File: config.mk
export PLATFORM = sky130hd
export DESIGN_NAME = head_length_tail_deframer
export DESIGN_NICKNAME = d
export VERILOG_FILES = /design/src/design/hltd_pkg.sv /design/src/design/hltd_ram.sv /design/src/design/hltd_dpath.sv /design/src/design/hltd_ctrl.sv /design/src/design/head_length_tail_deframer.sv
export VERILOG_INCLUDE_DIRS = /design/src /design/src/design
export SDC_FILE = /design/constraint.sdc
export NUM_CORES = 2
export LEC_CHECK = 0
export ABC_AREA = 1
export BUFFER_PORTS_ARGS = -buffer_cell sky130_fd_sc_hd__buf_2
export CAP_MARGIN = 0
export CORE_MARGIN = 2
export CORE_UTILIZATION = 30
export CTS_CLUSTER_DIAMETER = 200
export CTS_CLUSTER_SIZE = 10
export DETAILED_ROUTE_END_ITERATION = 8
export HOLD_SLACK_MARGIN = 0.12
export PLACE_DENSITY = 0.53
export SYNTH_ARGS = -nofsm -noshare
export SYNTH_HDL_FRONTEND = slang
export SYNTH_SLANG_ARGS = --single-unit
File: constraint.sdc
create_clock -name clock -period 10.6 [get_ports clock]
set_clock_uncertainty 0.15 [all_clocks]
set_input_delay 1.59 -clock clock [delete_from_list [all_inputs] [get_ports clock]]
set_output_delay 1.59 -clock clock [all_outputs]
set_load 0.01 [all_outputs]
File: src/design/head_length_tail_deframer_defines.svh
// assertion macros shared by the deframer modules
`ifndef HEAD_LENGTH_TAIL_DEFRAMER_DEFINES_SVH
`define HEAD_LENGTH_TAIL_DEFRAMER_DEFINES_SVH

`ifndef SYNTHESIS

// same-cycle implication
`define HLTD_ASSERT_IMP(name, clk, rst, pre, post) \
name: assert property (@(posedge clk) disable iff (rst) (pre) |-> (post)) \
   else $error("deframer check failed");

// next-cycle implication
`define HLTD_ASSERT_NEXT(name, clk, rst, pre, post) \
name: assert property (@(posedge clk) disable iff (rst) (pre) |=> (post)) \
   else $error("deframer check failed");

`else

`define HLTD_ASSERT_IMP(name, clk, rst, pre, post)
`define HLTD_ASSERT_NEXT(name, clk, rst, pre, post)

`endif

`endif

File: src/design/hltd_pkg.sv
package hltd_pkg;

   // sizes
   localparam int MAX_PAYLOAD = 63;
   localparam int STORE_DEPTH = 64;
   localparam int STORE_AW    = $clog2(STORE_DEPTH);
   localparam int Q_DEPTH     = 128;
   localparam int Q_AW        = $clog2(Q_DEPTH);
   localparam int Q_CW        = Q_AW + 1;
   localparam int CSR_AW      = 2;

   // register indexes
   localparam logic [CSR_AW-1:0] CSR_HEAD_VALUE = 2'd0;
   localparam logic [CSR_AW-1:0] CSR_TAIL_VALUE = 2'd1;
   localparam logic [CSR_AW-1:0] CSR_BIG_ENDIAN = 2'd2;

   // parser phase
   typedef enum logic [2:0] {
      PH_HUNT = 3'd0,
      PH_LEN1 = 3'd1,
      PH_LEN2 = 3'd2,
      PH_DATA = 3'd3,
      PH_TAIL = 3'd4
   } phase_type;

   // what one parsed byte asks for
   typedef enum logic [2:0] {
      TK_NONE  = 3'd0,
      TK_EMIT  = 3'd1,
      TK_EMPTY = 3'd2,
      TK_FAIL  = 3'd3,
      TK_LONG  = 3'd4
   } take_type;

   // controller states
   typedef enum logic [3:0] {
      ST_IDLE      = 4'd0,
      ST_QREAD     = 4'd1,
      ST_QTAKE     = 4'd2,
      ST_EMIT_RD   = 4'd3,
      ST_EMIT_LD   = 4'd4,
      ST_EMPTY     = 4'd5,
      ST_FAIL_TAIL = 4'd6,
      ST_FAIL_RD   = 4'd7,
      ST_FAIL_WR   = 4'd8,
      ST_LEN_B     = 4'd9,
      ST_LEN_A     = 4'd10
   } ctl_state_type;

   // controller to datapath
   typedef struct packed {
      logic take_in;
      logic take_q;
      logic idx_inc;
      logic idx_dec;
      logic out_store;
      logic out_empty;
      logic push_cur;
      logic push_flb;
      logic push_store;
   } dp_cmd_type;

   // datapath to controller
   typedef struct packed {
      take_type outcome;
      logic     q_empty;
      logic     q_one;
      logic     out_free;
      logic     idx_last;
      logic     idx_zero;
      logic     cnt_zero;
   } dp_sts_type;

endpackage

File: src/design/hltd_ram.sv
module hltd_ram #(
   parameter int WIDTH = 8,
   parameter int DEPTH = 64
) (
   input  logic                     clock,
   input  logic                     wr_en,
   input  logic [$clog2(DEPTH)-1:0] wr_addr,
   input  logic [WIDTH-1:0]         wr_data,
   input  logic [$clog2(DEPTH)-1:0] rd_addr,
   output logic [WIDTH-1:0]         rd_data
);

   logic [WIDTH-1:0] mem [DEPTH];

   // one write port, registered read
   always_ff @(posedge clock) begin
      if (wr_en) begin
         mem[wr_addr] <= wr_data;
      end
      rd_data <= mem[rd_addr];
   end

endmodule

File: src/design/hltd_dpath.sv
`include "head_length_tail_deframer_defines.svh"

module hltd_dpath (
   input  logic                               clock,
   input  logic                               reset,
   input  logic [7:0]                         req_in_byte,
   input  logic                               csr_valid,
   input  logic [hltd_pkg::CSR_AW-1:0]        csr_index,
   input  logic [7:0]                         csr_data,
   input  hltd_pkg::dp_cmd_type               cmd,
   output hltd_pkg::dp_sts_type               sts,
   input  logic                               rsp_stall,
   output logic                               rsp_valid,
   output logic [7:0]                         rsp_out_byte,
   output logic                               rsp_last_byte,
   output logic                               rsp_empty_frame
);

   logic [7:0] head_ff, tail_ff;
   logic       big_ff;

   hltd_pkg::phase_type phase_ff, phase_in;
   logic [7:0]                   flb_ff, flb_in;
   logic [hltd_pkg::STORE_AW-1:0] flen_ff, flen_in;
   logic [hltd_pkg::STORE_AW-1:0] pc_ff, pc_in;
   logic [hltd_pkg::STORE_AW-1:0] ecnt_ff, ecnt_in;
   logic [hltd_pkg::STORE_AW-1:0] idx_ff, idx_in;
   logic [7:0]                   cur_ff;
   logic [hltd_pkg::Q_AW-1:0]    qh_ff;
   logic [hltd_pkg::Q_CW-1:0]    qc_ff;

   logic       rsp_valid_ff;
   logic [7:0] rsp_byte_ff;
   logic       rsp_last_ff, rsp_empty_ff;

   logic                         take_en;
   logic [7:0]                   take_b;
   logic [15:0]                  len16;
   logic [hltd_pkg::STORE_AW:0]  pc_next;
   logic                         st_we;
   hltd_pkg::take_type           outcome;
   logic [7:0]                   st_rdata, q_rdata, q_wdata;
   logic                         q_we;
   logic [hltd_pkg::Q_AW-1:0]    q_waddr;
   logic                         out_free;

   // configuration registers
   always_ff @(posedge clock) begin
      if (reset) begin
         head_ff <= '0;
         tail_ff <= '0;
         big_ff  <= 1'b0;
      end else if (csr_valid) begin
         case (csr_index)
            hltd_pkg::CSR_HEAD_VALUE: head_ff <= csr_data;
            hltd_pkg::CSR_TAIL_VALUE: tail_ff <= csr_data;
            hltd_pkg::CSR_BIG_ENDIAN: big_ff  <= csr_data[0];
            default: ;
         endcase
      end
   end

   // byte source for the parser
   assign take_en = cmd.take_in | cmd.take_q;
   assign take_b  = cmd.take_q ? q_rdata : req_in_byte;
   assign len16   = big_ff ? {flb_ff, take_b} : {take_b, flb_ff};
   assign pc_next = {1'b0, pc_ff} + (hltd_pkg::STORE_AW + 1)'(1);

   // parser step for one byte
   always_comb begin
      phase_in = phase_ff;
      flb_in   = flb_ff;
      flen_in  = flen_ff;
      pc_in    = pc_ff;
      ecnt_in  = ecnt_ff;
      idx_in   = idx_ff;
      st_we    = 1'b0;
      outcome  = hltd_pkg::TK_NONE;
      case (phase_ff)
         hltd_pkg::PH_LEN1: begin
            flb_in   = take_b;
            phase_in = hltd_pkg::PH_LEN2;
         end
         hltd_pkg::PH_LEN2: begin
            pc_in = '0;
            if (len16 > 16'(hltd_pkg::MAX_PAYLOAD)) begin
               phase_in = hltd_pkg::PH_HUNT;
               outcome  = hltd_pkg::TK_LONG;
            end else begin
               flen_in = len16[hltd_pkg::STORE_AW-1:0];
               if (len16 == 16'd0) begin
                  phase_in = hltd_pkg::PH_TAIL;
               end else begin
                  phase_in = hltd_pkg::PH_DATA;
               end
            end
         end
         hltd_pkg::PH_DATA: begin
            st_we = 1'b1;
            pc_in = pc_next[hltd_pkg::STORE_AW-1:0];
            if (pc_next >= {1'b0, flen_ff}) begin
               phase_in = hltd_pkg::PH_TAIL;
            end
         end
         hltd_pkg::PH_TAIL: begin
            phase_in = hltd_pkg::PH_HUNT;
            pc_in    = '0;
            ecnt_in  = pc_ff;
            if (take_b == tail_ff) begin
               idx_in = '0;
               if (pc_ff == '0) begin
                  outcome = hltd_pkg::TK_EMPTY;
               end else begin
                  outcome = hltd_pkg::TK_EMIT;
               end
            end else begin
               idx_in  = pc_ff - 1'b1;
               outcome = hltd_pkg::TK_FAIL;
            end
         end
         default: begin
            if (take_b == head_ff) begin
               phase_in = hltd_pkg::PH_LEN1;
            end else begin
               phase_in = hltd_pkg::PH_HUNT;
            end
         end
      endcase
   end

   // parser registers
   always_ff @(posedge clock) begin
      if (reset) begin
         phase_ff <= hltd_pkg::PH_HUNT;
         pc_ff    <= '0;
      end else if (take_en) begin
         phase_ff <= phase_in;
         pc_ff    <= pc_in;
      end
   end

   always_ff @(posedge clock) begin
      if (take_en) begin
         flb_ff  <= flb_in;
         flen_ff <= flen_in;
         ecnt_ff <= ecnt_in;
         cur_ff  <= take_b;
      end
   end

   // store / emit index
   always_ff @(posedge clock) begin
      if (take_en) begin
         idx_ff <= idx_in;
      end else if (cmd.idx_inc) begin
         idx_ff <= idx_ff + 1'b1;
      end else if (cmd.idx_dec) begin
         idx_ff <= idx_ff - 1'b1;
      end
   end

   // payload store
   hltd_ram #(
      .WIDTH(8),
      .DEPTH(hltd_pkg::STORE_DEPTH)
   ) u_store (
      .clock  (clock),
      .wr_en  (st_we & take_en),
      .wr_addr(pc_ff),
      .wr_data(take_b),
      .rd_addr(idx_ff),
      .rd_data(st_rdata)
   );

   // replay queue, pushed at the front, popped at the front
   assign q_we    = cmd.push_cur | cmd.push_flb | cmd.push_store;
   assign q_waddr = qh_ff - 1'b1;
   always_comb begin
      if (cmd.push_cur) begin
         q_wdata = cur_ff;
      end else if (cmd.push_flb) begin
         q_wdata = flb_ff;
      end else begin
         q_wdata = st_rdata;
      end
   end

   always_ff @(posedge clock) begin
      if (reset) begin
         qh_ff <= '0;
         qc_ff <= '0;
      end else if (q_we) begin
         qh_ff <= qh_ff - 1'b1;
         qc_ff <= qc_ff + 1'b1;
      end else if (cmd.take_q) begin
         qh_ff <= qh_ff + 1'b1;
         qc_ff <= qc_ff - 1'b1;
      end
   end

   hltd_ram #(
      .WIDTH(8),
      .DEPTH(hltd_pkg::Q_DEPTH)
   ) u_queue (
      .clock  (clock),
      .wr_en  (q_we),
      .wr_addr(q_waddr),
      .wr_data(q_wdata),
      .rd_addr(qh_ff),
      .rd_data(q_rdata)
   );

   // result output register
   assign out_free = !rsp_valid_ff || !rsp_stall;

   always_ff @(posedge clock) begin
      if (reset) begin
         rsp_valid_ff <= 1'b0;
      end else if (cmd.out_store || cmd.out_empty) begin
         rsp_valid_ff <= 1'b1;
      end else if (!rsp_stall) begin
         rsp_valid_ff <= 1'b0;
      end
   end

   always_ff @(posedge clock) begin
      if (cmd.out_store) begin
         rsp_byte_ff  <= st_rdata;
         rsp_last_ff  <= sts.idx_last;
         rsp_empty_ff <= 1'b0;
      end else if (cmd.out_empty) begin
         rsp_byte_ff  <= '0;
         rsp_last_ff  <= 1'b1;
         rsp_empty_ff <= 1'b1;
      end
   end

   assign rsp_valid       = rsp_valid_ff;
   assign rsp_out_byte    = rsp_byte_ff;
   assign rsp_last_byte   = rsp_last_ff;
   assign rsp_empty_frame = rsp_empty_ff;

   // status
   assign sts.outcome  = outcome;
   assign sts.q_empty  = (qc_ff == '0);
   assign sts.q_one    = (qc_ff == hltd_pkg::Q_CW'(1));
   assign sts.out_free = out_free;
   assign sts.idx_last = (({1'b0, idx_ff} + (hltd_pkg::STORE_AW + 1)'(1)) == {1'b0, ecnt_ff});
   assign sts.idx_zero = (idx_ff == '0);
   assign sts.cnt_zero = (ecnt_ff == '0);

   // checks
   `HLTD_ASSERT_IMP(a_q_bound, clock, reset, 1'b1, qc_ff <= hltd_pkg::Q_CW'(hltd_pkg::Q_DEPTH))
   `HLTD_ASSERT_IMP(a_pc_below_len, clock, reset, phase_ff == hltd_pkg::PH_DATA, pc_ff < flen_ff)
   `HLTD_ASSERT_NEXT(a_push_grows, clock, reset, q_we, qc_ff == $past(qc_ff) + 1'b1)

endmodule

File: src/design/hltd_ctrl.sv
`include "head_length_tail_deframer_defines.svh"

module hltd_ctrl (
   input  logic                 clock,
   input  logic                 reset,
   input  logic                 req_valid,
   output logic                 req_stall,
   input  hltd_pkg::dp_sts_type sts,
   output hltd_pkg::dp_cmd_type cmd
);

   hltd_pkg::ctl_state_type state_ff, state_in, resume;

   always_ff @(posedge clock) begin
      if (reset) begin
         state_ff <= hltd_pkg::ST_IDLE;
      end else begin
         state_ff <= state_in;
      end
   end

   // where to go once a sequence is done
   always_comb begin
      if (sts.q_empty) begin
         resume = hltd_pkg::ST_IDLE;
      end else begin
         resume = hltd_pkg::ST_QREAD;
      end
   end

   // next state
   always_comb begin
      state_in = state_ff;
      case (state_ff)
         hltd_pkg::ST_IDLE, hltd_pkg::ST_QTAKE: begin
            if (state_ff == hltd_pkg::ST_QTAKE || req_valid) begin
               case (sts.outcome)
                  hltd_pkg::TK_EMIT:  state_in = hltd_pkg::ST_EMIT_RD;
                  hltd_pkg::TK_EMPTY: state_in = hltd_pkg::ST_EMPTY;
                  hltd_pkg::TK_FAIL:  state_in = hltd_pkg::ST_FAIL_TAIL;
                  hltd_pkg::TK_LONG:  state_in = hltd_pkg::ST_LEN_B;
                  default: begin
                     if (state_ff == hltd_pkg::ST_QTAKE && !sts.q_one) begin
                        state_in = hltd_pkg::ST_QREAD;
                     end else begin
                        state_in = hltd_pkg::ST_IDLE;
                     end
                  end
               endcase
            end
         end
         hltd_pkg::ST_QREAD:   state_in = hltd_pkg::ST_QTAKE;
         hltd_pkg::ST_EMIT_RD: state_in = hltd_pkg::ST_EMIT_LD;
         hltd_pkg::ST_EMIT_LD: begin
            if (sts.out_free) begin
               state_in = sts.idx_last ? resume : hltd_pkg::ST_EMIT_RD;
            end
         end
         hltd_pkg::ST_EMPTY: begin
            if (sts.out_free) begin
               state_in = resume;
            end
         end
         hltd_pkg::ST_FAIL_TAIL: begin
            state_in = sts.cnt_zero ? hltd_pkg::ST_QREAD : hltd_pkg::ST_FAIL_RD;
         end
         hltd_pkg::ST_FAIL_RD: state_in = hltd_pkg::ST_FAIL_WR;
         hltd_pkg::ST_FAIL_WR: begin
            state_in = sts.idx_zero ? hltd_pkg::ST_QREAD : hltd_pkg::ST_FAIL_RD;
         end
         hltd_pkg::ST_LEN_B: state_in = hltd_pkg::ST_LEN_A;
         hltd_pkg::ST_LEN_A: state_in = hltd_pkg::ST_QREAD;
         default:            state_in = hltd_pkg::ST_IDLE;
      endcase
   end

   // commands
   always_comb begin
      cmd       = '0;
      req_stall = 1'b1;
      case (state_ff)
         hltd_pkg::ST_IDLE: begin
            req_stall   = 1'b0;
            cmd.take_in = req_valid;
         end
         hltd_pkg::ST_QTAKE: cmd.take_q = 1'b1;
         hltd_pkg::ST_EMIT_LD: begin
            cmd.out_store = sts.out_free;
            cmd.idx_inc   = sts.out_free && !sts.idx_last;
         end
         hltd_pkg::ST_EMPTY:     cmd.out_empty = sts.out_free;
         hltd_pkg::ST_FAIL_TAIL: cmd.push_cur  = 1'b1;
         hltd_pkg::ST_FAIL_WR: begin
            cmd.push_store = 1'b1;
            cmd.idx_dec    = !sts.idx_zero;
         end
         hltd_pkg::ST_LEN_B: cmd.push_cur = 1'b1;
         hltd_pkg::ST_LEN_A: cmd.push_flb = 1'b1;
         default: ;
      endcase
   end

   // checks
   `HLTD_ASSERT_IMP(a_load_free, clock, reset, cmd.out_store || cmd.out_empty, sts.out_free)
   `HLTD_ASSERT_IMP(a_take_q_nonempty, clock, reset, state_ff == hltd_pkg::ST_QTAKE, !sts.q_empty)

endmodule

File: src/design/head_length_tail_deframer.sv
// Frame recovery from a byte stream: head byte, 16-bit length (byte order from
// big_endian), payload of up to 63 bytes, tail byte. While hunting or filling a
// frame the block takes one byte per cycle. A byte that closes a good frame
// starts emission of its payload, each result byte by a store read and then a
// load of the output register, or one empty-frame result for length zero. A bad
// tail pushes the failing byte into the replay queue and then the stored payload
// after it, each stored byte by a store read and then a queue write; an oversized
// length pushes its two length bytes. Queued bytes then pass through the parser,
// each by a registered queue read and then a parse, before the next input beat
// is taken. These read steps come from the registered reads of the payload store
// and replay queue. Configuration writes are always ready and are registered.
module head_length_tail_deframer (
   input  logic                        clock,
   input  logic                        reset,
   input  logic                        req_valid,
   output logic                        req_stall,
   input  logic [7:0]                  req_in_byte,
   output logic                        rsp_valid,
   input  logic                        rsp_stall,
   output logic [7:0]                  rsp_out_byte,
   output logic                        rsp_last_byte,
   output logic                        rsp_empty_frame,
   input  logic                        csr_valid,
   output logic                        csr_ready,
   input  logic [hltd_pkg::CSR_AW-1:0] csr_index,
   input  logic [7:0]                  csr_data
);

   hltd_pkg::dp_cmd_type cmd;
   hltd_pkg::dp_sts_type sts;

   assign csr_ready = 1'b1;

   // sequencing
   hltd_ctrl u_ctrl (
      .clock    (clock),
      .reset    (reset),
      .req_valid(req_valid),
      .req_stall(req_stall),
      .sts      (sts),
      .cmd      (cmd)
   );

   // parser, store, replay queue and output register
   hltd_dpath u_dpath (
      .clock          (clock),
      .reset          (reset),
      .req_in_byte    (req_in_byte),
      .csr_valid      (csr_valid),
      .csr_index      (csr_index),
      .csr_data       (csr_data),
      .cmd            (cmd),
      .sts            (sts),
      .rsp_stall      (rsp_stall),
      .rsp_valid      (rsp_valid),
      .rsp_out_byte   (rsp_out_byte),
      .rsp_last_byte  (rsp_last_byte),
      .rsp_empty_frame(rsp_empty_frame)
   );

endmodule
==> results.toml <==
[clock_network]
cts.sinks = 1642
worstSkewPairLatency_ps = 830
clockRootBuffer = "clkbuf_16"
cts_tree = "done"
post_cts_resized = 0
cts_buffers = 182
clock_path_buffers = 3
clkSlewWorstSetupHoldPaths_ps = 60
postCtsHoldBufs = 0
post-cts-setup-buffers = 0
htreeDepth = 4

[critical_path]
endpoint_kind = "register"
crit_path_start_kind = "register"
setup.worst_path.class = "reg2reg"
worst_ep_required_time_ps = 11010
crit_fanout = 85
cp.arrival_ps = 5500

[floorplanning]
placementRows = 171
die_x_um = 472
start_util = 0.302
core_area_um2 = 217000
die_y_um = 472
num_io_pins = 36
die_area_um2 = 223000

[route]
num_vias = 42200
wire_per_inst_um = 22.6
drt_pre_antenna_iters = 7
initialDrtViolationCount = 4750
post-route-drc-count = 0
vias_per_cell = 5.17
ant_nets = 0
routed_wl_um = 185000

[sta]
tightestPinTransition_ps = 1130
hold_viol = 0
fin_ws_ps = 5520
fin_hold_ws_ps = 321
slew_violations = 0
tns_ps = 0
period_share = 0.480
setup_viol = 0
max_freq_mhz = 197
period_needed_ps = 5080
max_slew_margin = 0.244
rsz0062_at_grt = "no"

[power_and_ir_drop]
p_leak_nw = 23.6
p_per_area_nw_per_um2 = 177
peakVddDrop_uv = 148

[global_route]
use_met3 = 0.0232
busiest_layer = "met2"
grt_pass1_vias = 41268
grtUsageMet1 = 0.223
grt.overflow.total = 0
grt_pass1_wl_um = 274000
use_met2 = 0.260
grt_max_degree = 264
antenna_found_initial = 10
grt_usage = 0.162

[placed_design]
dpl_cell_area_um2 = 68800
io_buffers = 34
post-place-ws_ps = 5520
place.gp.congestion = 0.822
dp_hpwl_um = 106000

[logic_synthesis]
netlist_area_um2 = 65700
ys_ff_latch = 1642
syn_avg_cell_area_um2 = 12.4
yosysSeqAreaShare = 0.741
synth_edf_count = 1579
ys_warn_count = 0
synth_cell_types = 58
synth-async-reset-ratio = 0
synth_fp_nets = 5323
ys.flop_type = "edfxtp_1"
syn_inst = 5280

[cells_and_area]
area_growth_pct = 12.4
nets = 5277
mostFrequentLayoutCells = "1579 x edfxtp_1, 1085 x nor2_1, 860 x o21ai_0"
stdcell_area_um2 = 73900
drive_gt1_frac = 0.0669
final_common_cell = "edfxtp_1"
final_core_util = 0.340
num-fill-cells = 21287

[worst_hold_path]
min_path_type = "reg2reg"

[run]
drv_cap = 0

[run_status]
outcome = "finished, final reports clean"
==> worst max-delay path, cell delays in order (launching register included) <==
cell and delay (ps):
edfxtp_1 360, buf_4 440, buf_4 780, ha_1 330, nand2_1 100, xor2_1 180, nor2_1 70, a31oi_1 470
nand2_1 310, ha_1 410, nand2_1 90, nand2_1 60, a31oi_1 190, nor2_1 90, o21ai_0 180, nand2_1 90
xor2_1 170, nand3_1 100, nand2_1 100, o22ai_1 80
==> metrics by stage <==
step | power (mW) | std cells
after global placement | 7.60 | 7904
final | 13.1 | 8166
after global routing | 13.5 | 8164
after CTS | 13.2 | 8161
after floorplan | 7.45 | 5280
after detailed placement | 7.60 | 7904
==> where the power goes <==
part	internal, mW	switching [mW]	total [mW]
clock network	3.15	2.49	5.64
registers	7.09	0.0172	7.11
logic	0.0767	0.281	0.358
total	10.3	2.78	13.1
==> cell usage after synthesis, drive strengths merged, types with 2 or more instances <==
library cell | number | area share
o21ai | 873 | 0.067
a41oi | 19 | 0.0025
edfxtp | 1579 | 0.72
ha | 19 | 0.0036
or2 | 3 | 0.00029
o221ai | 8 | 0.0011
dfxtp | 63 | 0.019
o22ai | 373 | 0.036
nand3 | 78 | 0.0065
xnor2 | 12 | 0.0018
nor3 | 19 | 0.0016
o31ai | 2 | 0.00030
a221oi | 4 | 0.00053
inv | 104 | 0.0059
clkinv | 4 | 0.00023
clkbuf | 255 | 0.015
o211a | 2 | 0.00030
a21oi | 85 | 0.0065
nand2 | 491 | 0.029
xor2 | 23 | 0.0031
o2111a | 2 | 0.00034
o211ai | 5 | 0.00057
nor2 | 1098 | 0.063
a31oi | 7 | 0.00067
nor4 | 4 | 0.00038
a211oi | 5 | 0.00057
buf | 73 | 0.0057
nand4 | 36 | 0.0034
nand3b | 2 | 0.00023
a22o | 20 | 0.0027
==> logic make-up after synthesis <==
| kind of cell | Yosys count | synth area share |
|---|---|---|
| muxes | 1 | 0.000152 |
| other | 1 | 0.0000571 |
| AOI/OAI and AO/OA | 1412 | 0.119 |
| and+or+nand+nor | 1733 | 0.105 |
| xor gates and xnor gates | 35 | 0.00489 |
| adders and majority gates | 20 | 0.00392 |
| DFF | 1642 | 0.741 |
| buffers and inverters | 436 | 0.0264 |
==> layer usage <==
metal  vias up  share of wire
met3       302          0.059
met5         -        0.00011
met1     21168           0.44
li1      19204              -
met2      1522           0.47
met4         4          0.030
==> sequential cells by signal (all words and copies together), names as in the netlist, 8 cells and up <==
signal and count:
u_dpath.u_store.mem 512, u_dpath.u_queue.mem 1024, u_dpath.tail_ff 8, u_dpath.cur_ff 8, u_dpath.head_ff 8, u_dpath.qc_ff 8
u_dpath.u_queue.rd_data 8, u_dpath.rsp_out_byte 8, u_dpath.flb_ff 8, u_dpath.u_store.rd_data 8
==> final cells by class <==
type	instances	area (um2)	area share
Sequential cell	1642	48700	0.659
Multi-Input combinational cell	3202	15400	0.209
Clock buffer	244	4830	0.0654
Tap cell	2854	3570	0.0483
Timing Repair Buffer	98	688	0.00932
Inverter	108	424	0.00574
Clock inverter	13	233	0.00315
Antenna cell	5	12.5	0.000169
==> path summary, 6_finish.rpt <==
| kind | startpoint | endpoint | slack [ps] | cells after the start |
|---|---|---|---|---|
| max | u_dpath.idx_ff[1] | u_dpath.idx_ff[5] | 5520 | 19 |
| min | u_dpath.head_ff[3] | u_dpath.head_ff[3] | 320 | 2 |
| max reg2reg | u_dpath.idx_ff[1] | u_dpath.idx_ff[5] | 5520 | 19 |
| min reg2reg | u_dpath.head_ff[3] | u_dpath.head_ff[3] | 320 | 2 |
Power figures use the tool's default switching activity.
